===== config.mk =====
export PLATFORM = sky130hd
export DESIGN_NAME = qvao_lane
export DESIGN_NICKNAME = d
export VERILOG_FILES = /design/src/rtl/qvao_pkg.sv /design/src/rtl/qvao_lane.sv
export SDC_FILE = /design/constraint.sdc
export NUM_CORES = 2
export LEC_CHECK = 0
export BUFFER_PORTS_ARGS = -buffer_cell sky130_fd_sc_hd__buf_2
export CAP_MARGIN = 20
export CORE_AREA = 5 5 210 212
export DETAILED_ROUTE_END_ITERATION = 8
export DIE_AREA = 0 0 215 217
export GPL_TIMING_DRIVEN = 0
export PLACE_DENSITY = 0.87
export SLEW_MARGIN = 30
export SYNTH_ARGS = -nofsm -noshare
export SYNTH_HDL_FRONTEND = slang
export SYNTH_SLANG_ARGS = --single-unit

===== constraint.sdc =====
create_clock -name clk -period 10.55 [get_ports clk]
set_input_delay 1.055 -clock clk [delete_from_list [all_inputs] [get_ports clk]]
set_output_delay 1.055 -clock clk [all_outputs]
set_load 0.05 [all_outputs]

===== src/rtl/qvao_pkg.sv =====
// shared constants and half-plane class codes for the quad angular sorter
package qvao_pkg;

  localparam int QVAO_COORD_BITS = 16;
  localparam int QVAO_NUM_PTS    = 4;

  localparam logic [1:0] CLS_LOWER    = 2'd0;
  localparam logic [1:0] CLS_AXIS_POS = 2'd1;
  localparam logic [1:0] CLS_UPPER    = 2'd2;
  localparam logic [1:0] CLS_AXIS_NEG = 2'd3;

  typedef struct packed {
    logic a_b;
    logic b_a;
  } prec_t;

endpackage


===== src/rtl/qvao_lane.sv =====
// pairwise angle comparator lane: cross products then ordering decision
module qvao_lane import qvao_pkg::*; #(
  parameter int COORD_BITS = QVAO_COORD_BITS
) (
  input  logic                         clk,
  input  logic                         en,
  input  logic signed [COORD_BITS:0]   a_dx,
  input  logic signed [COORD_BITS:0]   a_dy,
  input  logic [1:0]                   a_cls,
  input  logic signed [COORD_BITS:0]   b_dx,
  input  logic signed [COORD_BITS:0]   b_dy,
  input  logic [1:0]                   b_cls,
  output prec_t                        prec
);

  localparam int PW = 2 * COORD_BITS + 2;

  logic signed [PW-1:0] prod_ab_r, prod_ba_r;
  logic [1:0]           a_cls_r, b_cls_r;
  prec_t                prec_r, prec_nxt;
  logic                 in_half;

  always_ff @(posedge clk) begin
    if (en) begin
      prod_ab_r <= PW'(a_dx) * PW'(b_dy);
      prod_ba_r <= PW'(a_dy) * PW'(b_dx);
      a_cls_r   <= a_cls;
      b_cls_r   <= b_cls;
    end
  end

  always_comb begin
    in_half = (a_cls_r == CLS_LOWER) || (a_cls_r == CLS_UPPER);
    if (a_cls_r != b_cls_r) begin
      prec_nxt.a_b = a_cls_r < b_cls_r;
      prec_nxt.b_a = b_cls_r < a_cls_r;
    end else begin
      prec_nxt.a_b = in_half && (prod_ab_r > prod_ba_r);
      prec_nxt.b_a = in_half && (prod_ba_r > prod_ab_r);
    end
  end

  always_ff @(posedge clk) begin
    if (en) begin
      prec_r <= prec_nxt;
    end
  end

  assign prec = prec_r;

endmodule


After elaboration in Yosys (flattened, before gate mapping) --
Cells that the tools add are included.
Storage, ports and cells: register bits 74, input bits 74, logic and storage cells 19
Operators by class: multiply operators 2, $lt $le $gt $ge 4, equal/unequal tests 2, muxes and demuxes 1, reductions and logical operators 4
Operators with widths (count):
- 34-bit > comparator | 2
- 17-bit by 17-bit multiplier with 34-bit output | 2
- 2-bit less-than comparator | 2
- 2-bit == test (second input constant) | 1
- 1-bit logical AND | 2
- 2-bit zero test | 1
- 2-bit two-way mux | 1
- 2-bit != test | 1
- 1-bit logical OR | 1

Depth between registers and ports, before layout --
word-level depth 4, gate-level depth with buffers 25, gate-level depth less buffers 23

Worst setup path before layout --
OpenSTA, ideal clock, no wires.
kind input -> register, from input b_dy[8], to register prod_ab_r[33] (data pin), arrival time 6.629 ns, slack 3.661 ns, stages 24, path buffers 2, cells stage by stage clkbuf_1 > clkbuf_1 > nand2_1 > fa_1 > inv_1 > fa_1 > inv_1 > fa_1 > inv_1 > fa_1 > fa_1 > inv_1 > fa_1 > inv_1 > ha_1 > and3_1 > nand2_1 > nor4_2 > o21bai_2 > o211a_4 > o211ai_2 > a31o_1 > a21oi_2 > xnor2_1
Between the ends: cells in the longest elaborated chain, start to end 1
RTL lines:
- start: declaration | line qvao_lane.sv:11 | input logic signed [COORD_BITS:0] b_dy,
- 17-bit by 17-bit multiplier with 34-bit output | line qvao_lane.sv:25 | prod_ab_r <= PW'(a_dx) * PW'(b_dy);
- end signal: assignment | line qvao_lane.sv:25
- end: declaration | line qvao_lane.sv:18 | logic signed [PW-1:0] prod_ab_r, prod_ba_r;
No other way between the ends. A chain may end at the register's enable or synchronous reset.

Worst setup path in the final report --
from input b_dx[8], to register prod_ba_r[32] (data pin)
Between the ends: cells in the longest elaborated chain, start to end 1
RTL lines:
- start: declaration | line qvao_lane.sv:10 | input logic signed [COORD_BITS:0] b_dx,
- 17-bit by 17-bit multiplier with 34-bit output | line qvao_lane.sv:26 | prod_ba_r <= PW'(a_dy) * PW'(b_dx);
- end signal: assignment | line qvao_lane.sv:26
- end: declaration | line qvao_lane.sv:18
No other way between the ends.

==> results.md <==
* CTS tree: done
* Total GRT Usage at 0.262
* Mapped Cells at 2555
* Post_cts resized at 0
* Vias in the first global route at 19800
* Largest area contributor in the netlist: fa_1
* RSZ-0062 raised after global routing: false
* Grt ovf at 0
* Top-count cell post-synth: inv_1
* YS warnings at 0
* Synth Register Bits at 74
* Synth unique cells at 60
* Setup crit start kind: input pin
* Most common flop cell mapped by yosys: edfxtp_1
* Number of flops mapped to enable cells by yosys at 74
* # clock sinks at 74
* Slew of the pin with the lowest slew margin at 0.816 ns
* Syn_area_per_cell at 9.71 sq um
* CP Class: input pin to flip-flop
* Ys async rst share at 0
* Vias per Instance at 5.56
* First-pass DRT Iterations at 5
* # Max-Cap Violations at 0
* Largest net degree at the start of global routing at 57
* HP Class: input pin to flip-flop
* Clk_skew at 0.00536 ns
* Syn nets at 3427
* Initial DRC Count at 1187
* WP data arrival at 7.65 ns
* Inst Count DP at 3165
* Fmax at 132 MHz
* I/O pins at 76
* Clock Path Buffers at 2
* Hold-fix buffers, CTS at 0
* Port bufs at 70
* Routed wire length at 58500 um
* Top cells by count, synth: 647 x inv_1, 592 x fa_1, 292 x and2_1
* Initial antenna violation count at 0
* Synth top area cells: fa_1 48%, ha_1 10%, inv_1 9.8%
* Post-DP HPWL at 50700 um
* Routed vias at 17700
* Min Tclk post-route at 7.56 ns
* Core area at 41800 sq um
* Clock transition at path regs at 0.06 ns
* Finished Layout Cells at 3181
* Fin Setup TNS at 0 ns
* Final hold vios at 0
* Die Area at 46700 sq um
* Area Overhead vs Synth at 5.50%
* Global-route wire length before repair at 97900 um
* Fin crit share at 0.717
* Outcome: finished, final reports clean
* Die X at 215 um
* Synth top area share at 0.478
* Clock Latency Late Sink at 0.34 ns
* Drt wl/cell at 18.4 um
* Syn Std Cell Area at 24800 sq um
* Worst path required time at 10.64 ns
* Final setup violation count at 0
* Post-DRT Antenna Nets at 0
* Placer Congestion at 0.983
* Slew headroom at 0.454
* # nets final at 3509
* CP endpoint kind: flip-flop
* Fraction of layout cells with a size suffix above 1 at 0.0386
* Initial Utilization at 0.594
* Die Span Y at 217 um
* H-tree Lvls at 3
* Buffers inserted by post-CTS timing repair at 0
* Root Driver: clkbuf_16
* Crit-path max FO at 10
* Part of the Yosys area used for sequential elements at 0.0896
* Core Rows at 75
* CTS Buf Count at 9
* Drt drc at 0
* Max Slew Vio Count at 0
logic make-up (layout without fill, tap and decap cells):
kind of cell | Yosys count | after routing | share of synthesized area
adders and majority gates | 798 | 798 | 0.582
buffers and inverters | 723 | 809 | 0.109
and+or+nand+nor | 711 | 711 | 0.144
AOI/OAI and AO/OA | 177 | 177 | 0.0491
DFF | 74 | 74 | 0.0896
xor gates and xnor gates | 71 | 71 | 0.0251
muxes | 1 | 1 | 0.000404
other | 0 | 1 | 0
per-layer routing:
| metal | wire (um) | GRT usage | part of all wire | vias to the layer above |
|---|---|---|---|---|
| met3 | 4490 | 0.0497 | 0.077 | 145 |
| li1 | - | - | - | 7721 |
| met5 | 0 | 0 | 0 | - |
| met2 | 30600 | 0.470 | 0.52 | 669 |
| met4 | 1880 | 0.0774 | 0.032 | 0 |
| met1 | 21500 | 0.327 | 0.37 | 9167 |
layout by cell type, fill, tap and decap left out, types with 3 or more instances in the layout:
cell,count
a211oi_1,9
a21o_1,38
a21oi_1,48
a221oi_1,3
a31oi_1,4
and2_1,292
and3_1,6
buf_2,70
clkbuf_1,74
clkbuf_16,9
edfxtp_1,74
fa_1,592
ha_1,206
inv_1,647
nand2_1,284
nand2b_1,15
nand3_1,5
nand4_1,11
nor2_1,61
nor2b_1,9
nor3_1,12
o211ai_2,3
o21a_1,9
o21ai_0,19
o21ai_1,10
o21bai_1,7
o31ai_1,3
o41ai_2,3
or2_1,3
or3_1,3
xnor2_1,53
xor2_1,18
flip-flops by register name, summed over array words and instances (netlist names):
signal and flops:
prod_ba_r 34, a_cls_r 2, prod_ab_r 34, b_cls_r 2, prec 2
worst max-delay path, cell delays in order:
cell and delay (ns):
clkbuf_1 0.45, clkbuf_1 0.52, nand2_1 0.16, fa_1 0.56, inv_1 0.05, fa_1 0.50
inv_1 0.05, fa_1 0.55, inv_1 0.05, fa_1 0.44, fa_1 0.48, inv_1 0.04
fa_1 0.47, inv_1 0.04, ha_1 0.26, clkbuf_1 0.18, a211oi_1 0.29, nand2_1 0.11
nor3b_1 0.17, a211oi_1 0.33, a21oi_1 0.17, o21ai_1 0.30, a21o_1 0.17, nand2_1 0.06
xor2_1 0.16
through the flow:
stage,instance area [sq um],worst slack (ns),util,hold WS [ns]
detailed placement,25900,2.78,0.619,0.935
global route,26200,2.66,0.626,0.872
floorplan,24800,3.66,-,0.784
global placement,25800,2.85,0.618,0.847
finish,26200,2.99,0.626,0.889
CTS,26200,3.14,0.626,0.881
cell type report:
type / instances / area, sq um
timing repair buffer: 71 / 380
fill: 3250 / 15600
clock inverter: 6 / 81.3
tap: 539 / 674
antenna: 1 / 2.50
inverter: 647 / 2430
clock buffer: 9 / 225
sequential: 74 / 2220
buffer: 76 / 287
multi-input combinational: 1758 / 19900
final timing paths:
path / start / to / slack, ns / depth (start not counted)
max reg2reg: prod_ba_r[33] / prec[0] / 7.80 / 8
max: b_dx[8] / prod_ba_r[32] / 2.99 / 25
min reg2reg: b_cls_r[1] / prec[1] / 0.94 / 4
min: a_cls[1] / a_cls_r[1] / 0.89 / 1
Power is not shown: default switching activity piles up to over one toggle a cycle in this logic, so the estimate is an artifact.
