--- src/rtl/qvao_pkg.sv ---
// shared constants and half-plane class codes for the quad angular sorter
package qvao_pkg;

  localparam int QVAO_COORD_BITS = 16;
  localparam int QVAO_NUM_PTS    = 4;

  localparam logic [1:0] CLS_LOWER    = 2'd0;
  localparam logic [1:0] CLS_AXIS_POS = 2'd1;
  localparam logic [1:0] CLS_UPPER    = 2'd2;
  localparam logic [1:0] CLS_AXIS_NEG = 2'd3;

  typedef struct packed {
    logic a_b;
    logic b_a;
  } prec_t;

endpackage

--- src/rtl/qvao_merge.sv ---
// merges lane decisions into stable ranks and places the points in order
module qvao_merge import qvao_pkg::*; #(
  parameter int COORD_BITS = QVAO_COORD_BITS
) (
  input  logic                                    clk,
  input  logic                                    en,
  input  logic [QVAO_NUM_PTS-1:0][QVAO_NUM_PTS-1:0] prec_m,
  input  logic [QVAO_NUM_PTS-1:0][COORD_BITS-1:0] pt_x,
  input  logic [QVAO_NUM_PTS-1:0][COORD_BITS-1:0] pt_y,
  output logic [QVAO_NUM_PTS-1:0][COORD_BITS-1:0] q_x,
  output logic [QVAO_NUM_PTS-1:0][COORD_BITS-1:0] q_y
);

  localparam int RW = $clog2(QVAO_NUM_PTS);

  logic [QVAO_NUM_PTS-1:0][RW-1:0]         rank;
  logic [QVAO_NUM_PTS-1:0][COORD_BITS-1:0] q_x_r, q_y_r, q_x_nxt, q_y_nxt;

  // ties fall back to input order
  always_comb begin
    for (int i = 0; i < QVAO_NUM_PTS; i++) begin
      rank[i] = '0;
      for (int j = 0; j < QVAO_NUM_PTS; j++) begin
        if (j != i) begin
          if (prec_m[j][i] || ((j < i) && !prec_m[i][j])) begin
            rank[i] = rank[i] + RW'(1);
          end
        end
      end
    end
  end

  always_comb begin
    for (int s = 0; s < QVAO_NUM_PTS; s++) begin
      q_x_nxt[s] = '0;
      q_y_nxt[s] = '0;
      for (int i = 0; i < QVAO_NUM_PTS; i++) begin
        if (rank[i] == RW'(s)) begin
          q_x_nxt[s] = q_x_nxt[s] | pt_x[i];
          q_y_nxt[s] = q_y_nxt[s] | pt_y[i];
        end
      end
    end
  end

  always_ff @(posedge clk) begin
    if (en) begin
      q_x_r <= q_x_nxt;
      q_y_r <= q_y_nxt;
    end
  end

  assign q_x = q_x_r;
  assign q_y = q_y_r;

endmodule

--- config.mk ---
export PLATFORM = sky130hd
export DESIGN_NAME = qvao_merge
export DESIGN_NICKNAME = d
export VERILOG_FILES = /design/src/rtl/qvao_pkg.sv /design/src/rtl/qvao_merge.sv
export SDC_FILE = /design/constraint.sdc
export NUM_CORES = 1
export LEC_CHECK = 0
export ABC_AREA = 1
export CAP_MARGIN = 20
export CORE_MARGIN = 2
export CORE_UTILIZATION = 60
export DETAILED_ROUTE_END_ITERATION = 10
export DONT_BUFFER_PORTS = 1
export PLACE_DENSITY = 0.76
export SYNTH_ARGS = -nofsm -noshare
export SYNTH_HDL_FRONTEND = slang
export SYNTH_SLANG_ARGS = --single-unit
--- constraint.sdc ---
create_clock -name clk -period 3.2 [get_ports clk]
set_clock_uncertainty 0.1 [all_clocks]
set_input_delay 0.16 -clock clk [delete_from_list [all_inputs] [get_ports clk]]
set_output_delay 0.16 -clock clk [all_outputs]
set_load 0.05 [all_outputs]
### Word level (Yosys, flattened, before mapping)

Cells that the tools add are included.

| storage, ports and cells | value |
|---|---|
| flip-flop bits (word level) | 128 |
| latch bits | 0 |
| RAM bits | 0 |
| memory bits (read-only) | 0 |
| input bits | 146 |
| output and inout bits | 128 |
| memories kept | 0 |

| operators by class | value |
|---|---|
| add/subtract/negate cells | 8 |
| multiply operators | 0 |
| div/mod/pow operators | 0 |
| $lt $le $gt $ge | 0 |
| eq/ne operators | 12 |
| shifts and indexed selects | 0 |
| muxes and demuxes | 44 |
| bitwise gates (word level) | 24 |
| reductions and logical operators | 16 |

Operator list:

| cell | number |
|---|---|
| $mux 16 | 32 |
| $or 16x16->16 | 24 |
| $eq 2x2->1 const B | 8 |
| $mux 2 | 8 |
| $add 1x1->2 const B | 4 |
| $add 2x1->2 const B | 4 |
| $eq 2x1->1 const B | 4 |
| $logic_not 2->1 | 4 |
| $logic_not 1->1 | 6 |
| $logic_or 1x1->1 | 6 |
| $mux 1 | 4 |

### Longest topological paths before layout

Gate-level depths: netlist (run 1).

| logic depth | value |
|---|---|
| depth after elaboration | 13 |
| depth in mapped cells | 12 |
| gate-level depth less buffers | 11 |

### Least setup slack after synthesis (run 1)

Ideal clock, no wire load.

| timing path | value |
|---|---|
| path type | input-to-reg |
| start | input prec_m[9] (netlist bit) |
| end | register q_x_r (netlist bit q_x[50]), data pin |
| library setup time | 258 ps |
| arrival | 1246 ps |
| data required time | 2842 ps |
| path slack | 1596 ps |
| stages on the path | 12 |
| buffers on the path | 1 |
| path through | inv_1 nor2_1 inv_1 ha_1 inv_1 nand2_1 nand2_2 buf_2 nand3_1 nand2_1 inv_1 nand3_2 |

RTL lines:

| item | line | text |
|---|---|---|
| start, declared | qvao_merge.sv:7 | `input logic [QVAO_NUM_PTS-1:0][QVAO_NUM_PTS-1:0] prec_m,` |
| end signal, assigned | qvao_merge.sv:48 | `q_x_r <= q_x_nxt;` |
| end, declared | qvao_merge.sv:17 | `logic [QVAO_NUM_PTS-1:0][COORD_BITS-1:0] q_x_r, q_y_r, q_x_nxt, q_y_nxt;` |

==> insert_results.sql, run 1 <==
INSERT INTO impl_metrics (metric_group, metric, value, unit) VALUES
('run_status', 'status', 'finished with violations', ''),
('run_status', 'failing_checks', 'negative hold slack', ''),
('timing', 'grt_setup_unrepaired', 'no', ''),
('routing', 'routed-via-count', '11400', ''),
('timing', 'finalWorstPathRequiredPeriod', '2780', 'ps'),
('clocking', 'htree_num_levels', '4', ''),
('global_route', 'global_route.usage.total', '0.438', ''),
('setup_path', 'worstPathBufferInverterCount', '6', ''),
('flow_run', 'max_cap_viol_count', '0', ''),
('layout', 'design.final.nets', '1518', ''),
('timing', 'whs', '-258', 'ps'),
('die', 'die_y', '132', 'um'),
('setup_path', 'cpPeakStageDelay', '670', 'ps'),
('synth', 'synth.ff_latch_count', '128', ''),
('clocking', 'cts_buffer_depth', '2', ''),
('placement', 'gp_congestion', '0.903', ''),
('routing', 'antenna_violating_nets_post_route', '0', ''),
('synth', 'synthesis.instances', '1216', ''),
('setup_path', 'cp_data_arrival_time', '2960', 'ps'),
('die', 'core_region_area', '15900', 'um^2'),
('clocking', 'tritoncts', 'built', ''),
('setup_path', 'critical-path-slowest-cell', 'sky130_fd_sc_hd__nand2_2', ''),
('placement', 'io_buffer_count', '0', ''),
('setup_path', 'end_kind', 'register', ''),
('timing', 'worst_slew_pin_slew', '923', 'ps'),
('clocking', 'number_of_buffers_added_by_the_clock_tree_synthesis_step', '17', ''),
('timing', 'final-setup-viol-count', '0', ''),
('clocking', 'ctsRootBufferMaster', 'sky130_fd_sc_hd__clkbuf_16', ''),
('timing', 'fin_setup_tns', '0', 'ps'),
('layout', 'layout_common_cells', 'sky130_fd_sc_hd__nand3_1, sky130_fd_sc_hd__dlygate4sd3_1, sky130_fd_sc_hd__nand2_1, sky130_fd_sc_hd__nand4_1, sky130_fd_sc_hd__edfxtp_1', ''),
('routing', 'detail_route.drc_violations', '0', ''),
('layout', 'flow.area_growth_from_synthesis', '24.7', '%'),
('routing', 'avgViaCountPerCell', '7.18', ''),
('global_route', 'first_global_vias', '10800', ''),
('synth', 'ys.warnings.count', '0', ''),
('routing', 'totalWireLength', '38200', 'um'),
('timing', 'post_route_clock_period_utilization', '0.867', ''),
('die', 'fp.dieArea', '17400', 'um^2'),
('layout', 'antenna-diode-count', '0', ''),
('setup_path', 'worst-path-max-fanout', '42', ''),
('synth', 'synth.lib_cells_used.distinct', '23', ''),
('timing', 'final_hold_viol_count', '128', ''),
('global_route', 'grt_max_degree', '129', ''),
('global_route', 'grt-ovfl-total', '0', ''),
('die', 'placement_rows', '46', ''),
('die', 'start_util', '0.615', ''),
('clocking', 'cts.sinks', '128', ''),
('power_and_ir_drop', 'power-per-cell-area', '536', 'nW/um^2'),
('power_and_ir_drop', 'post-layout-total-power', '6.56', 'mW'),
('timing', 'final_max_tran_viols', '0', ''),
('die', 'num_io_pins', '274', ''),
('synth', 'synth_sequential_area_ratio', '0.392', ''),
('routing', 'wire_per_inst', '24.1', 'um'),
('global_route', 'wire_length_of_the_first_global_routing_pass', '60700', 'um'),
('routing', 'drtPass1Iterations', '8', ''),
('die', 'dieWidth', '132', 'um'),
('routing', 'drt-initial-drc-count', '2409', ''),
('hold_path', 'type_of_the_most_critical_hold_path', 'in2reg', ''),
('power_and_ir_drop', 'power.static_leakage', '5.36', 'nW'),
('clocking', 'hold_buffers', '221', ''),
('global_route', 'antenna_found_initial', '0', ''),
('layout', 'fraction_of_layout_instances_using_a_drive_strength_above_1', '0.110', ''),
('setup_path', 'worstPathCellList', 'inv_1, nor2_1, inv_1, ha_1, inv_1, nand2_1, nand2_2, buf_4, nand3_1, nand2_1, inv_1, nand3_1, dlygate4sd3_1', ''),
('placement', 'detailed_place_hpwl', '18300', 'um'),
('setup_path', 'timing.setup.critical_path_class', 'in2reg', ''),
('setup_path', 'path_delay_family', 'buffers and inverters', ''),
('power_and_ir_drop', 'power.ir.vdd_worst', '0.390', 'mV'),
('synth', 'synthesis.nets', '1372', ''),
('setup_path', 'cp_common_cell', 'sky130_fd_sc_hd__inv_1', ''),
('timing', 'slew_headroom', '0.383', ''),
('timing', 'max_freq', '360', 'MHz'),
('clocking', 'path_clk_slew', '60', 'ps'),
('setup_path', 'critical_path_required', '3380', 'ps'),
('synth', 'synth.cell_area', '9810', 'um^2'),
('setup_path', 'timing.critical_path.from_type', 'primary input', ''),
('layout', 'most_common_cell_after_layout_fill_and_taps_aside', 'sky130_fd_sc_hd__nand3_1', ''),
('synth', 'syn-mean-instance-area', '8.06', 'um^2');
## repair_timing
item / CTS / global route
setup buffers: 0 / 0
resized for setup: 0 / 0
endpoints found under the hold margin: 256 / 128
## layout make-up
class | instances | area, um^2
Multi-Input combinational cell | 830 | 4620
Sequential cell | 128 | 3840
Fill cell | 1028 | 3720
Timing Repair Buffer | 237 | 2380
Inverter | 148 | 556
Clock buffer | 19 | 433
Tap cell | 216 | 270
Clock inverter | 12 | 120
## sequential cells by signal, indices dropped and copies added (netlist names)
name,flops
q_y,64
q_x,64
## worst paths after layout
path | slack (ps) | depth (start not counted) | startpoint | to
max | 420 | 13 | prec_m[9] | q_x[24]
min | -260 | 0 | en | q_x[62]
## report_power, final
part | switching (mW) | total, mW | leakage [nW] | internal (mW)
registers | 0.890 | 3.05 | 1.24 | 2.16
logic | 0.963 | 1.60 | 3.86 | 0.632
clock network | 0.779 | 1.91 | 0.257 | 1.13
## Yosys cell counts
cell / number / area, um^2
sky130_fd_sc_hd__or2_2: 1 / 6.26
sky130_fd_sc_hd__buf_4: 8 / 60.1
sky130_fd_sc_hd__nor2_4: 1 / 11.3
sky130_fd_sc_hd__inv_1: 114 / 428
sky130_fd_sc_hd__nand4_1: 129 / 807
sky130_fd_sc_hd__nand2_4: 5 / 56.3
sky130_fd_sc_hd__buf_6: 15 / 169
sky130_fd_sc_hd__inv_2: 19 / 71.3
sky130_fd_sc_hd__nand3_2: 71 / 711
sky130_fd_sc_hd__nand2_1: 155 / 582
sky130_fd_sc_hd__clkbuf_4: 1 / 7.51
sky130_fd_sc_hd__nor2_1: 4 / 15.0
sky130_fd_sc_hd__ha_1: 10 / 125
sky130_fd_sc_hd__buf_2: 61 / 305
sky130_fd_sc_hd__edfxtp_1: 128 / 3840
sky130_fd_sc_hd__clkinv_1: 15 / 56.3
sky130_fd_sc_hd__nand3_1: 442 / 2210
sky130_fd_sc_hd__dlymetal6s2s_1: 1 / 12.5
sky130_fd_sc_hd__clkbuf_8: 13 / 179
sky130_fd_sc_hd__nand2_2: 10 / 62.6
sky130_fd_sc_hd__buf_8: 1 / 15.0
sky130_fd_sc_hd__o21ai_4: 2 / 32.5
sky130_fd_sc_hd__clkbuf_1: 10 / 37.5
## logic make-up after synthesis
logic type	share of synthesized area
adders and majority gates	0.0128
and+or+nand+nor	0.455
DFF	0.392
buffers and inverters	0.137
AOI/OAI and AO/OA	0.00332
## metal layers
layer  global-route usage  wire length [um]
met5                    0                 0
met4                0.239              3030
met3                0.144              6090
met2                0.688             16900
met1                0.536             12300
## stage by stage
step	utilization	hold WS, ps	std cells	setup slack (ps)	instance area (um^2)
after floorplan	-	172	1216	1600	9810
after global placement	0.593	182	1338	723	9460
after detailed placement	0.593	187	1338	684	9460
after CTS	0.767	-253	1590	571	12200
after global routing	0.767	-274	1590	332	12200
final	0.767	-258	1590	425	12200
Note: power is estimated with default switching activity, not from simulation.
==> run 2: changes to the inputs <==
- ABC_AREA: 1 -> 0
- GPL_TIMING_DRIVEN: unset -> 0
- RECOVER_POWER: unset -> 100
==> run 2 against run 1 <==
The run now fails in clock tree synthesis. Synthesized area is 31% lower. Synthesized cell count is 49% lower.
==> insert_results.sql, run 2 <==
INSERT INTO impl_metrics (metric_group, metric, value, unit) VALUES
('run_status', 'status', 'stopped before the end', ''),
('run_status', 'failing_step', 'clock tree synthesis', ''),
('run_status', 'first-error', '[ERROR RSZ-0060] Max buffer count reached.', ''),
('synth', 'dominantRegCellSynth', 'sky130_fd_sc_hd__edfxtp_1', ''),
('die', 'start_util', '0.620', ''),
('placement', 'cells_after_dpl', '765', ''),
('synth', 'synth_area_leaders', 'sky130_fd_sc_hd__edfxtp_1, sky130_fd_sc_hd__a222oi_1, sky130_fd_sc_hd__nand2_1', ''),
('clocking', 'htree_num_levels', '4', ''),
('die', 'dieWidth', '110', 'um'),
('clocking', 'number_of_buffers_added_by_the_clock_tree_synthesis_step', '17', ''),
('synth', 'syn-mean-instance-area', '10.9', 'um^2'),
('clocking', 'cts.sinks', '128', ''),
('placement', 'io_buffer_count', '0', ''),
('die', 'placement_rows', '38', ''),
('synth', 'synth_sequential_area_ratio', '0.566', ''),
('die', 'die_y', '110', 'um'),
('die', 'num_io_pins', '274', ''),
('synth', 'post_synth_most_frequent_cells', 'sky130_fd_sc_hd__nand2_1, sky130_fd_sc_hd__a222oi_1, sky130_fd_sc_hd__edfxtp_1', ''),
('synth', 'yosys.cell_count.top_type', 'sky130_fd_sc_hd__nand2_1', ''),
('placement', 'detailed_place_hpwl', '16100', 'um'),
('synth', 'ys.warnings.count', '0', ''),
('clocking', 'cts_buffer_depth', '2', ''),
('synth', 'post_synth_edffs', '128', ''),
('synth', 'synth_async_sr_flop_share', '0', ''),
('synth', 'synthesis.nets', '781', ''),
('clocking', 'hold_buffers', '161', ''),
('clocking', 'post_cts_setup_repair_bufs', '0', ''),
('synth', 'synthesis.instances', '625', ''),
('synth', 'synth.lib_cells_used.distinct', '26', ''),
('clocking', 'cts_repair_resize_count', '0', ''),
('synth', 'synth_largest_area_cell', 'sky130_fd_sc_hd__edfxtp_1', ''),
('synth', 'synth.cell_area', '6790', 'um^2'),
('synth', 'synth.ff_latch_count', '128', ''),
('placement', 'gp_congestion', '0.884', ''),
('synth', 'synth.top_cell.area_share', '0.566', ''),
('clocking', 'ctsRootBufferMaster', 'sky130_fd_sc_hd__clkbuf_16', '');
[run 2: changes by cell type after synthesis, moves of 19 or more]
cell                       before  now
sky130_fd_sc_hd__nand4_1      129    0
sky130_fd_sc_hd__nand3_2       71    0
sky130_fd_sc_hd__inv_1        114    8
sky130_fd_sc_hd__nand2_1      155  260
sky130_fd_sc_hd__buf_2         61   21
sky130_fd_sc_hd__a222oi_1       0  128
sky130_fd_sc_hd__inv_2         19    0
sky130_fd_sc_hd__nand3_1      442    2
[run 2: stage by stage]
stage	setup slack [ps]	cell area (um^2)	util
2_1_floorplan	1320	6790	-
3_3_place_gp	602	6960	0.636
3_5_place_dp	588	6960	0.636
[run 2: logic make-up after synthesis]
kind of cell / Yosys count / synth area share
fa+ha+maj: 10 / 0.0184
flops: 128 / 0.566
compound gates: 140 / 0.203
mux: 4 / 0.00590
simple gates: 285 / 0.168
buf+inv: 58 / 0.0378
==> run 3: changes to the inputs <==
- CORE_UTILIZATION: 60 -> 40
- PLACE_DENSITY: 0.76 -> unset
- PLACE_DENSITY_LB_ADDON: unset -> 0.15
==> run 3 against run 2 <==
The flow again stops in clock tree synthesis. Synthesized area did not move. Synthesized cell count stayed put.
==> insert_results.sql, run 3 <==
INSERT INTO impl_metrics (metric_group, metric, value, unit) VALUES
('run_status', 'status', 'stopped before the end', ''),
('run_status', 'failing_step', 'clock tree synthesis', ''),
('run_status', 'first-error', '[ERROR RSZ-0060] Max buffer count reached.', ''),
('synth', 'synth_largest_area_cell', 'sky130_fd_sc_hd__edfxtp_1', ''),
('synth', 'synth_area_leaders', 'sky130_fd_sc_hd__edfxtp_1, sky130_fd_sc_hd__a222oi_1, sky130_fd_sc_hd__nand2_1', ''),
('placement', 'cells_after_dpl', '845', ''),
('synth', 'post_synth_most_frequent_cells', 'sky130_fd_sc_hd__nand2_1, sky130_fd_sc_hd__a222oi_1, sky130_fd_sc_hd__edfxtp_1', ''),
('clocking', 'cts.sinks', '128', ''),
('synth', 'synth_sequential_area_ratio', '0.566', ''),
('die', 'die_y', '134', 'um'),
('synth', 'synthesis.instances', '625', ''),
('die', 'placement_rows', '47', ''),
('synth', 'post_synth_edffs', '128', ''),
('synth', 'synth.ff_latch_count', '128', ''),
('placement', 'placement.setup.worst_slack', '451', 'ps'),
('placement', 'detailed_place_hpwl', '16900', 'um'),
('synth', 'synth.cell_area', '6790', 'um^2'),
('clocking', 'ctsRootBufferMaster', 'sky130_fd_sc_hd__clkbuf_16', ''),
('placement', 'gp_congestion', '0.862', ''),
('die', 'num_io_pins', '274', ''),
('synth', 'ys.warnings.count', '0', ''),
('synth', 'dominantRegCellSynth', 'sky130_fd_sc_hd__edfxtp_1', ''),
('clocking', 'post_cts_setup_repair_bufs', '0', ''),
('die', 'start_util', '0.409', ''),
('synth', 'synth.top_cell.area_share', '0.566', ''),
('clocking', 'htree_num_levels', '4', ''),
('die', 'dieWidth', '134', 'um'),
('synth', 'synth_async_sr_flop_share', '0', ''),
('synth', 'synth.lib_cells_used.distinct', '26', ''),
('synth', 'synthesis.nets', '781', ''),
('synth', 'yosys.cell_count.top_type', 'sky130_fd_sc_hd__nand2_1', ''),
('placement', 'placement_stage_cell_area', '7060', 'um^2'),
('synth', 'syn-mean-instance-area', '10.9', 'um^2'),
('clocking', 'number_of_buffers_added_by_the_clock_tree_synthesis_step', '17', ''),
('placement', 'io_buffer_count', '0', ''),
('clocking', 'hold_buffers', '177', ''),
('clocking', 'cts_buffer_depth', '2', ''),
('clocking', 'cts_repair_resize_count', '0', '');
## run 3: cell families after synthesis
group | count (synthesis) | synth area share
and+or+nand+nor | 285 | 0.168
AOI/OAI and AO/OA | 140 | 0.203
DFF | 128 | 0.566
buffers and inverters | 58 | 0.0378
adders and majority gates | 10 | 0.0184
muxes | 4 | 0.00590
## run 3: metrics by stage
stage,utilization,hold slack (ps)
3_3_place_gp,0.426,181
3_5_place_dp,0.426,181
2_1_floorplan,-,172
