**src/rtl/qvao_pkg.sv**
```systemverilog
// shared constants and half-plane class codes for the quad angular sorter
package qvao_pkg;

  localparam int QVAO_COORD_BITS = 16;
  localparam int QVAO_NUM_PTS    = 4;

  localparam logic [1:0] CLS_LOWER    = 2'd0;
  localparam logic [1:0] CLS_AXIS_POS = 2'd1;
  localparam logic [1:0] CLS_UPPER    = 2'd2;
  localparam logic [1:0] CLS_AXIS_NEG = 2'd3;

  typedef struct packed {
    logic a_b;
    logic b_a;
  } prec_t;

endpackage

```
**src/rtl/qvao_front.sv**
```systemverilog
// centroid and per-point offset and class stages
module qvao_front import qvao_pkg::*; #(
  parameter int COORD_BITS = QVAO_COORD_BITS
) (
  input  logic                                         clk,
  input  logic                                         en,
  input  logic [QVAO_NUM_PTS-1:0][COORD_BITS-1:0]      p_x,
  input  logic [QVAO_NUM_PTS-1:0][COORD_BITS-1:0]      p_y,
  output logic [QVAO_NUM_PTS-1:0][COORD_BITS-1:0]      pt_x,
  output logic [QVAO_NUM_PTS-1:0][COORD_BITS-1:0]      pt_y,
  output logic signed [QVAO_NUM_PTS-1:0][COORD_BITS:0] dx,
  output logic signed [QVAO_NUM_PTS-1:0][COORD_BITS:0] dy,
  output logic [QVAO_NUM_PTS-1:0][1:0]                 cls
);

  localparam int SW = COORD_BITS + 2;

  logic [QVAO_NUM_PTS-1:0][COORD_BITS-1:0] s1_x_r, s1_y_r;
  logic [COORD_BITS-1:0]                   cx_r, cy_r;
  logic [SW-1:0]                           sum_x, sum_y;
  logic [QVAO_NUM_PTS-1:0][COORD_BITS-1:0] s2_x_r, s2_y_r;
  logic signed [QVAO_NUM_PTS-1:0][COORD_BITS:0] dx_r, dy_r, dx_nxt, dy_nxt;
  logic [QVAO_NUM_PTS-1:0][1:0]            cls_r, cls_nxt;

  // rounded mean per axis
  always_comb begin
    sum_x = SW'(2);
    sum_y = SW'(2);
    for (int i = 0; i < QVAO_NUM_PTS; i++) begin
      sum_x = sum_x + SW'(p_x[i]);
      sum_y = sum_y + SW'(p_y[i]);
    end
  end

  always_ff @(posedge clk) begin
    if (en) begin
      s1_x_r <= p_x;
      s1_y_r <= p_y;
      cx_r   <= sum_x[SW-1:2];
      cy_r   <= sum_y[SW-1:2];
    end
  end

  always_comb begin
    for (int i = 0; i < QVAO_NUM_PTS; i++) begin
      dx_nxt[i] = {1'b0, s1_x_r[i]} - {1'b0, cx_r};
      dy_nxt[i] = {1'b0, s1_y_r[i]} - {1'b0, cy_r};
      if (dy_nxt[i][COORD_BITS]) begin
        cls_nxt[i] = CLS_LOWER;
      end else if (dy_nxt[i] == '0) begin
        cls_nxt[i] = dx_nxt[i][COORD_BITS] ? CLS_AXIS_NEG : CLS_AXIS_POS;
      end else begin
        cls_nxt[i] = CLS_UPPER;
      end
    end
  end

  always_ff @(posedge clk) begin
    if (en) begin
      s2_x_r <= s1_x_r;
      s2_y_r <= s1_y_r;
      dx_r   <= dx_nxt;
      dy_r   <= dy_nxt;
      cls_r  <= cls_nxt;
    end
  end

  assign pt_x = s2_x_r;
  assign pt_y = s2_y_r;
  assign dx   = dx_r;
  assign dy   = dy_r;
  assign cls  = cls_r;

endmodule

```
**config.mk**
```make
export PLATFORM = sky130hd
export DESIGN_NAME = qvao_front
export DESIGN_NICKNAME = d
export VERILOG_FILES = /design/src/rtl/qvao_pkg.sv /design/src/rtl/qvao_front.sv
export SDC_FILE = /design/constraint.sdc
export NUM_CORES = 1
export LEC_CHECK = 0
export ABC_AREA = 0
export BUFFER_PORTS_ARGS = -buffer_cell sky130_fd_sc_hd__buf_2
export CAP_MARGIN = 25
export CORE_MARGIN = 10
export CORE_UTILIZATION = 35
export DETAILED_ROUTE_END_ITERATION = 16
export HOLD_SLACK_MARGIN = 0.02
export PLACE_DENSITY_LB_ADDON = 0.08
export SKIP_CTS_REPAIR_TIMING = 1
export SYNTH_ARGS = -nofsm -noshare
export SYNTH_HDL_FRONTEND = slang
export SYNTH_SLANG_ARGS = --single-unit
```
**constraint.sdc**
```tcl
create_clock -name clk -period 10.8 [get_ports clk]
set_input_delay 2.16 -clock clk [delete_from_list [all_inputs] [get_ports clk]]
set_output_delay 2.16 -clock clk [all_outputs]
set_load 0.005 [all_outputs]
```
# After elaboration in Yosys (flattened, before gate mapping)
# Cells that the tools add are included.
# classes
add_sub_neg	16
mux	8
n_reduce_logical	8
bitwise	4
# ops
operator	n
$sub A16 B16 Y17	8
$add A18 B16 Y18	4
$logic_not A17 Y1	4
$add A17 B16 Y18	2
$add A2 B16 Y17 const A	2
$mux W2	8
$reduce_or A2 Y1	4
$not A1 Y1	4
# word_totals
ff_bits	432
elab_cells	70
inputBits	130
output_inout_bits	272

# Longest topological paths before layout
# Gate-level depths: netlist of the first run.
# logic_depth
depth_word	4
depth_mapped	13
ltp_nobuf	13

# Worst setup path after synthesis of the first run
# Ideal clock, no wire load.
# synth_timing
kind	input -> register
start	input p_x[2] (netlist name)
end	register cx_r[15], data pin
n_path_buf	0
path_stages	13
arrival_time_ns	5.135
required_ns	10.546
slack_ns	5.411
setup_ns	0.254
path_cell_list	inv_1 -> fa_1 -> fa_1 -> inv_1 -> ha_1 -> a21oi_1 -> a21boi_0 -> a211o_1 -> a41o_1 -> o21ai_0 -> o2111a_1 -> o21bai_1 -> a21o_1
# synth_via
elab_chain_cells	4
# synth_rtl
item	line	text
from (decl)	qvao_front.sv:7	input logic [QVAO_NUM_PTS-1:0][COORD_BITS-1:0] p_x,
$add A2 B16 Y17	qvao_front.sv:30	sum_x = sum_x + SW'(p_x[i]);
$add A17 B16 Y18	qvao_front.sv:30	
$add A18 B16 Y18 (2 in a row)	qvao_front.sv:30	
net sum_x[17]	qvao_front.sv:20	logic [SW-1:0] sum_x, sum_y;
to (signal assigned)	qvao_front.sv:39	cx_r <= sum_x[SW-1:2];
to (decl)	qvao_front.sv:19	logic [COORD_BITS-1:0] cx_r, cy_r;
# The timed path passes the listed nets, and every way through them passes these cells.
# A chain may end at the register's enable or synchronous reset.

# Worst setup path in the final report of the first run
# layout_timing
start	input p_y[0] (netlist name)
end	register cy_r[15], data pin
# layout_via
elab_chain_cells	4
# layout_rtl
item	line	text
from (decl)	qvao_front.sv:8	input logic [QVAO_NUM_PTS-1:0][COORD_BITS-1:0] p_y,
$add A2 B16 Y17	qvao_front.sv:31	sum_y = sum_y + SW'(p_y[i]);
$add A17 B16 Y18	qvao_front.sv:31	
$add A18 B16 Y18 (2 in a row)	qvao_front.sv:31	
net sum_y[17]	qvao_front.sv:20	
to (signal assigned)	qvao_front.sv:40	cy_r <= sum_y[SW-1:2];
to (decl)	qvao_front.sv:19	
# The timed path passes the listed nets, and every way through them passes these cells.

==> impl_metrics.py, run 1 <==
metrics = {
    "setup_path": {
        "end_kind": "register",
        "arrival_ps": 5640,
        "cp-startpoint": "p_y[0]",
        "path_class": "in2reg",
        "path_max_fanout": 3,
        "worst-endpoint-required_ps": 11150,
        "crit_end": "cy_r[15]$_DFFE_PP_",
        "worst_r2r_endpoint": "cls[5]$_SDFFCE_PP0P_",
        "worstReg2RegStart": "cy_r[0]$_DFFE_PP_",
        "crit_path_start_kind": "input port",
        "reg2reg_slack_ps": 6760,
        "r2r_cells": 10,
    },
    "timing": {
        "worst_slack_ps": 5507,
        "post-route-period-util_pct": 49.01,
        "maxSlewHeadroom_pct": 32.31,
        "clock_skew_ps": 14.33,
        "finalSetupTns_ps": 0,
        "fmax_ghz": 0.1889,
        "setup_viol": 0,
        "fin_crit_ps": 5293,
        "maxSlewViolCount": 0,
        "rsz0062_at_grt": "false",
        "worstMarginPinSlew_ps": 1015,
        "hold_viol": 0,
        "holdWs_ps": 447.8,
    },
    "clock_network": {
        "htreeDepth": 2,
        "cts_buffer_depth": 3,
        "root_buffer": "clkbuf_16",
        "clkLatencyLatePin_ps": 600,
        "numCtsBuffers": 53,
        "cts.clk_slew.worst_paths_ps": 60,
        "tritoncts": "yes",
        "clock_sinks": 432,
    },
    "routing": {
        "dr.first_iter.drc_count": 660,
        "firstDrtPassIters": 5,
        "wire_per_inst_um": 20.55,
        "post_drt_via_cell_ratio": 4.858,
        "remaining_drc_errors": 0,
        "totalWireLength_mm": 63.64,
        "dr_total_vias": 15050,
        "ant_nets": 0,
    },
    "logic_synthesis": {
        "syn_area_um2": 22650,
        "synth_top_family_by_area": "adder cells",
        "syn-mean-instance-area_um2": 12.97,
        "synthSimpleGateAreaFrac_pct": 7.782,
        "yosysMostFrequentCell": "edfxtp_1",
        "synth_nets": 2108,
        "synth_compound_area_share_pct": 11.31,
        "async_flop_share_pct": 0,
        "synthCells": 1746,
        "synth-xor-area-share_pct": 3.557,
        "yosys_warnings": 0,
        "ys_seq_elements": 432,
        "synth.distinct_cells": 77,
        "synth_top_area_cell": "edfxtp_1",
        "synth_mux_area_share_pct": 0.1326,
        "yosys-top-cells-count": "432 x edfxtp_1, 287 x inv_1, 162 x ha_1",
        "synth_flop_cell": "edfxtp_1",
        "ys_top_cells_by_area": "edfxtp_1 57%, ha_1 8.9%, fa_1 6.2%, inv_1 4.8%, xnor2_1 2.6%",
        "yosysSeqAreaShare_pct": 57.26,
        "synth_edf_count": 432,
        "synth_top_area_share_pct": 57.26,
        "synth_fa_ha_area_share_pct": 15.13,
    },
    "placed_design": {
        "gp_congestion": 0.8193,
        "portBuffers": 401,
        "placed_cells": 3000,
        "dp.final_hpwl_mm": 50.37,
        "post-place-ws_ps": 4897,
    },
    "min_path": {
        "hp-class": "reg2reg",
        "holdPathStages": 0,
    },
    "finish": {
        "drive_gt1_share_pct": 22.30,
        "fin_cells": 3097,
        "fin_nets": 2562,
        "final_util_pct": 42.71,
        "syn2layout_area_growth_pct": 21.11,
        "fillers": 6101,
    },
    "power": {
        "peakVddDrop_mv": 0.1295,
        "powerDensity_nw_per_um2": 273.2,
        "leakagePower_nw": 11.88,
    },
    "global_routing": {
        "grt_antenna_before_repair": 7,
        "grt_max_degree": 177,
        "grt_pass1_vias": 15800,
        "grt_overflow": 0,
        "grt_usage_pct": 16.40,
        "grt_pass1_wl_mm": 93.72,
    },
    "floorplan": {
        "start_util_pct": 35.27,
        "core-area_um2": 64230,
        "dieHeight_um": 274.4,
        "fp-row-count": 93,
        "fp.dieW_um": 274.4,
        "io_pins": 402,
        "die-area_um2": 75300,
    },
    "run_status": {
        "status": "complete, no violations",
    },
    "flow_run": {
        "drv_cap": 0,
    },
}
-- cell usage in the layout (no fill, tap or decap), drive strengths merged, types with 25 or more instances in the layout --
cell type  synthesis  routed
a21o              47      47
a21oi             85      85
buf                1     403
clkbuf             3      66
edfxtp           432     432
fa                70      70
ha               162     162
inv              287     288
nand2             36      36
nand2b            25      25
nor2              80      80
nor2b             28      28
nor3              51      51
o21a              33      33
o21ai             52      52
xnor2             68      68
-- kinds of logic after synthesis --
logic type / Yosys count
AND/OR/NAND/NOR: 331
XOR/XNOR: 92
AO/OA/AOI/OAI: 365
multiplexers: 3
flip-flops: 432
adder cells (fa/ha/maj): 232
buffers and inverters: 291
-- area by class of cell --
class	instances	area [um2]	share of cell area, %
clock inverters	27	244.0	0.8893
diodes	4	10.01	0.03648
flip-flops and latches	432	12970	47.28
clock buffers	66	1418	5.167
repair buffers	403	2057	7.497
multi-input cells	1023	8588	31.30
inverters	287	1077	3.926
well taps	855	1070	3.899
-- per-stage QoR --
stage	cell area (um2)	power [mW]
6_report	27440	7.496
3_5_place_dp	25760	5.845
2_1_floorplan	22650	4.689
3_3_place_gp	25760	5.803
5_1_grt	27430	8.036
4_1_cts	27430	7.609
-- layer usage --
metal | up-vias | routed length, um | global-route usage (%)
met5 | - | 41 | 0
met4 | 6 | 1928 | 5.379
met3 | 116 | 3843 | 3.990
met2 | 374 | 31400 | 28.43
met1 | 7246 | 26430 | 19.70
li1 | 7303 | - | -
-- worst max-delay path: stages --
cell and delay (ps):
buf_2 110, fa_1 530, inv_1 50, fa_1 350, inv_1 60, ha_1 220, and3b_1 200, o211a_1 220
o21ai_0 340, o211ai_1 240, a21o_1 270, a211oi_1 450, o21bai_1 180, a31o_2 260
-- how the worst min path moves through the flow --
| stage | startpoint | endpoint | slack [ps] |
|---|---|---|---|
| after global routing | s1_y_r[4]$_DFFE_PP_ | pt_y[4]$_DFFE_PP_ | 460 |
| after CTS | s1_x_r[48]$_DFFE_PP_ | pt_x[48]$_DFFE_PP_ | 450 |
| final | s1_x_r[48]$_DFFE_PP_ | pt_x[48]$_DFFE_PP_ | 450 |
| after global placement | s1_x_r[48]$_DFFE_PP_ | pt_x[48]$_DFFE_PP_ | 430 |
| after floorplan | s1_x_r[0]$_DFFE_PP_ | pt_x[0]$_DFFE_PP_ | 430 |
| after detailed placement | s1_x_r[48]$_DFFE_PP_ | pt_x[48]$_DFFE_PP_ | 430 |
-- registers in the layout, indices dropped and copies added, names as in the netlist --
register / count
dx: 68
dy: 68
pt_x: 64
pt_y: 64
s1_x_r: 64
s1_y_r: 64
cx_r: 16
cy_r: 16
cls: 8
-- where the power goes --
part	leakage, nW	total [mW]	internal (mW)	switching (mW)
registers	4.23	2.61	2.44	0.162
logic	6.85	3.17	1.30	1.87
clock network	0.810	1.72	1.02	0.700
total	11.9	7.50	4.77	2.73
Note: power is estimated with default switching activity, not from simulation.
==> run 2: changes to the inputs <==
- clock period: 10.8 -> 4.3 ns (I/O delays scaled with it)
==> run 2 against run 1 <==
Against the previous run:
- core utilization increased by 0.21 points
- first-iteration DRC count increased by 23%
- cell count increased by 0.81%
- clock-buffer cell count increased by 1
- via count increased by 1.3%
- critical path depth decreased by 3
==> impl_metrics.py, run 2 (synthesis results as in run 1) <==
metrics = {
    "timing": {
        "maxSlewHeadroom_pct": 39.19,
        "setup_viol": 0,
        "post-route-period-util_pct": 94.03,
        "rsz0062_at_grt": "false",
        "worstMarginPinSlew_ps": 912.2,
        "fin_crit_ps": 4043,
        "finalSetupTns_ps": 0,
        "fmax_ghz": 0.2473,
        "clock_skew_ps": 23.88,
        "maxSlewViolCount": 0,
        "hold_viol": 0,
    },
    "clock_network": {
        "cts.clk_slew.worst_paths_ps": 60,
        "htreeDepth": 2,
        "cts_buffer_depth": 3,
        "root_buffer": "clkbuf_16",
        "clock_sinks": 432,
        "clkLatencyLatePin_ps": 600,
        "numCtsBuffers": 53,
        "tritoncts": "yes",
    },
    "routing": {
        "dr.first_iter.drc_count": 815,
        "totalWireLength_mm": 64.43,
        "remaining_drc_errors": 0,
        "post_drt_via_cell_ratio": 4.884,
        "ant_nets": 0,
        "dr_total_vias": 15250,
        "firstDrtPassIters": 7,
        "wire_per_inst_um": 20.64,
    },
    "setup_path": {
        "end_kind": "register",
        "path_max_fanout": 4,
        "crit_path_start_kind": "register",
        "cp-startpoint": "cy_r[0]$_DFFE_PP_",
        "path_class": "reg2reg",
        "worstReg2RegStart": "cy_r[0]$_DFFE_PP_",
        "worst-endpoint-required_ps": 4610,
        "arrival_ps": 4360,
        "reg2reg_slack_ps": 260,
    },
    "finish": {
        "final_common_cell": "edfxtp_1",
        "syn2layout_area_growth_pct": 21.72,
        "final-seq-area_um2": 12970,
        "fin_nets": 2590,
        "drive_gt1_share_pct": 23.02,
        "final_util_pct": 42.93,
        "multi_input_area_um2": 8588,
        "final_cell_mix": "432 x edfxtp_1, 400 x buf_2, 287 x inv_1, 162 x ha_1, 84 x a21oi_1",
        "fillers": 6078,
    },
    "placed_design": {
        "gp_congestion": 0.8185,
        "dp.final_hpwl_mm": 51.70,
        "portBuffers": 401,
    },
    "power": {
        "peakVddDrop_mv": 0.3279,
        "power_mw": 18.73,
        "powerDensity_nw_per_um2": 679.1,
        "leakagePower_nw": 11.97,
    },
    "global_routing": {
        "grt_max_degree": 100,
        "grt_usage_pct": 16.59,
        "grt_pass1_wl_mm": 94.98,
        "grt_antenna_before_repair": 7,
        "grt_overflow": 0,
        "grt_pass1_vias": 15950,
    },
    "floorplan": {
        "dieHeight_um": 274.4,
        "fp-row-count": 93,
        "die-area_um2": 75300,
        "core-area_um2": 64230,
        "fp.dieW_um": 274.4,
        "io_pins": 402,
        "start_util_pct": 35.27,
    },
    "min_path": {
        "hp-class": "reg2reg",
        "min_from": "s1_y_r[56]$_DFFE_PP_",
    },
    "run_status": {
        "status": "complete, no violations",
    },
    "flow_run": {
        "drv_cap": 0,
    },
}
run 2: power breakdown:
group / switching, mW / internal, mW / total (mW)
logic: 4.73 / 3.36 / 8.09
registers: 0.423 / 6.14 / 6.56
clock network: 1.74 / 2.34 / 4.08
run 2: path summary, 6_finish.rpt:
path,end,cells after the start
setup / recovery,cls[7]$_SDFFCE_PP0P_,11
hold / removal,pt_y[56]$_DFFE_PP_,0
setup reg to reg,cls[7]$_SDFFCE_PP0P_,11
hold reg to reg,pt_y[56]$_DFFE_PP_,0
run 2: layout make-up:
| type | count | area share [%] |
|---|---|---|
| flip-flops and latches | 432 | 47.05 |
| multi-input cells | 1023 | 31.15 |
| repair buffers | 431 | 8.358 |
| clock buffers | 67 | 5.078 |
| inverters | 287 | 3.907 |
| well taps | 855 | 3.880 |
| clock inverters | 23 | 0.5491 |
| diodes | 4 | 0.03630 |
run 2: stage by stage:
step                      worst slack [ps]  std cells  area, um2  hold WS [ps]
after CTS                            189.7       3118      27560         409.0
final                                256.8       3122      27570         449.6
after global routing                 116.3       3120      27570         423.8
after detailed placement            -204.1       3028      26010         442.3
after floorplan                      211.3       1746      22650         426.4
after global placement              -202.4       3028      26010         435.0
run 2: worst max-delay path, cell delays in order, from the launching register on:
cell	delay [ps]
edfxtp_1	510
ha_1	270
fa_1	450
nor2b_4	140
o31a_1	180
a21oi_1	90
or4_1	510
nor4_1	460
buf_4	210
or4b_1	520
nor4b_2	300
a31oi_1	120
run 2: per-layer routing:
metal	vias to the layer above	routed length [um]	track usage [%]
li1	7326	-	-
met1	7417	26890	20.09
met2	399	32320	29.22
met3	99	3461	3.380
met4	6	1716	5.119
met5	-	41	0
==> run 3: changes to the inputs <==
- ABC_AREA: 0 -> 1
- CTS_CLUSTER_SIZE: unset -> 12
==> run 3 against run 2 <==
Against the previous run:
- non-clock buffer count fell by 19
- critical path depth rose by 1
- final area rose by 4.8%
- sequential cell count did not move
- combinational power rose by 11%
- core utilization fell by 0.11 points
- largest cell class unchanged
- register-to-register slack improved by 1100 ps
- die area rose by 5.4%
- sequential power barely moved
- highest routed layer unchanged
- via count rose by 15%
==> impl_metrics.py, run 3 <==
metrics = {
    "run_status": {
        "status": "complete, no violations",
    },
    "setup_path": {
        "worst-endpoint-required_ps": 4650,
        "path_buf_inv": 3,
        "cp_slowest_stage_delay_ps": 500,
        "path_max_fanout": 5,
        "arrival_ps": 3560,
        "critical_path.cell_chain": "buf_2 -> inv_1 -> fa_1 -> fa_1 -> inv_1 -> ha_1 -> a21o_1 -> a31oi_1 -> o21bai_1 -> nand3_1 -> nand2_1 -> a21o_1",
        "end_kind": "register",
        "cp_top_family": "adder cells",
        "crit_slowest_cell": "fa_1",
        "crit_path_start_kind": "input port",
        "path_class": "in2reg",
    },
    "floorplan": {
        "fp-row-count": 95,
        "dieHeight_um": 281.8,
        "fp.dieW_um": 281.8,
        "die-area_um2": 79400,
        "io_pins": 402,
        "start_util_pct": 35.52,
        "core-area_um2": 67510,
    },
    "clock_network": {
        "numCtsBuffers": 51,
        "cts.clk_slew.worst_paths_ps": 60,
        "cts_buffer_depth": 3,
        "htreeDepth": 2,
        "root_buffer": "clkbuf_16",
        "clkLatencyLatePin_ps": 600,
        "clock_sinks": 432,
        "tritoncts": "yes",
    },
    "placed_design": {
        "gp_congestion": 0.9176,
        "dp.final_hpwl_mm": 61.75,
        "portBuffers": 401,
        "placed_cells": 3636,
    },
    "global_routing": {
        "grt_overflow": 0,
        "grt_usage_pct": 18.63,
        "grt_pass1_vias": 18230,
        "grt_antenna_before_repair": 12,
        "grt_pass1_wl_mm": 110.7,
        "grt_max_degree": 92,
    },
    "routing": {
        "totalWireLength_mm": 75.50,
        "remaining_drc_errors": 0,
        "wire_per_inst_um": 20.23,
        "ant_nets": 0,
        "firstDrtPassIters": 5,
        "dr_total_vias": 17590,
        "post_drt_via_cell_ratio": 4.713,
        "dr.first_iter.drc_count": 994,
    },
    "logic_synthesis": {
        "synth_top_area_share_pct": 54.09,
        "yosys-top-cells-count": "536 x nand2_1, 527 x inv_1, 432 x edfxtp_1",
        "synth_top_area_cell": "edfxtp_1",
        "async_flop_share_pct": 0,
        "synthCells": 2351,
        "synth_edf_count": 432,
        "synth_nets": 2713,
        "synth.distinct_cells": 32,
        "yosysMostFrequentCell": "nand2_1",
        "yosys_warnings": 0,
        "syn-mean-instance-area_um2": 10.20,
        "syn_area_um2": 23980,
        "yosysSeqAreaShare_pct": 54.09,
        "ys_seq_elements": 432,
        "synth_flop_cell": "edfxtp_1",
        "ys_top_cells_by_area": "edfxtp_1 54%, ha_1 8.5%, nand2_1 8.4%, inv_1 8.2%, fa_1 5.8%",
    },
    "timing": {
        "maxSlewViolCount": 0,
        "post-route-period-util_pct": 74.58,
        "maxSlewHeadroom_pct": 47.77,
        "finalSetupTns_ps": 0,
        "holdWs_ps": 451.1,
        "setup_viol": 0,
        "fin_crit_ps": 3207,
        "rsz0062_at_grt": "false",
        "clock_skew_ps": 23.01,
        "worstMarginPinSlew_ps": 783.5,
        "hold_viol": 0,
        "fmax_ghz": 0.3118,
    },
    "flow_run": {
        "drv_cap": 0,
    },
    "finish": {
        "fillers": 6664,
        "final_common_cell": "nand2_1",
        "syn2layout_area_growth_pct": 20.53,
        "drive_gt1_share_pct": 18.23,
        "final_util_pct": 42.82,
        "final_cell_mix": "536 x nand2_1, 527 x inv_1, 432 x edfxtp_1, 400 x buf_2, 162 x ha_1",
        "fin_cells": 3732,
        "fin_nets": 3178,
    },
    "min_path": {
        "hp-class": "in2reg",
    },
    "power": {
        "powerDensity_nw_per_um2": 690.0,
        "power_mw": 19.95,
        "peakVddDrop_mv": 0.3316,
        "leakagePower_nw": 13.90,
    },
}
## run 3: power by group
group | internal (mW) | switching, mW | total (mW)
logic | 3.15 | 5.84 | 8.99
clock network | 2.60 | 1.79 | 4.39
registers | 6.15 | 0.414 | 6.56
## run 3: stage by stage
stage | area, um2 | setup slack, ps
after CTS | 28910 | 1111
after global routing | 28910 | 957.0
final | 28910 | 1093
after detailed placement | 27230 | 473.6
after floorplan | 23980 | 980.4
after global placement | 27230 | 475.1
## run 3: layout make-up
type,instances,area (um2),area share [%]
Clock inverter,36,372.9,1.290
Clock buffer,59,1306,4.519
Inverter,530,1989,6.882
Sequential cell,432,12970,44.88
Timing Repair Buffer,412,2150,7.436
Multi-Input combinational cell,1389,9022,31.21
Tap cell,873,1092,3.779
Antenna cell,1,2.502,0.008657
## run 3: final timing paths
kind / start / end / slack, ps / cells past startpoint
worst max-delay path: p_y[3] / cy_r[15]$_DFFE_PP_ / 1090 / 12
worst min-delay path: p_x[35] / s1_x_r[35]$_DFFE_PP_ / 450 / 1
worst max register to register: cy_r[0]$_DFFE_PP_ / cls[7]$_SDFFCE_PP0P_ / 1380 / 16
worst min register to register: s1_x_r[11]$_DFFE_PP_ / pt_x[11]$_DFFE_PP_ / 460 / 0
## run 3: per-layer routing
metal	vias to the layer above	track usage (%)	share of wire [%]
li1	8602	-	-
met1	8400	21.53	40
met2	465	34.11	51
met3	109	4.282	6.3
met4	14	4.909	2.4
met5	-	0	0.12
## run 3: logic make-up after synthesis
kind of cell | count (synthesis) | share of synthesized area, %
fa+ha+maj | 232 | 14.29
xor+xnor | 86 | 3.140
flops | 432 | 54.09
buf+inv | 530 | 8.295
simple gates | 868 | 15.24
compound gates | 203 | 4.945
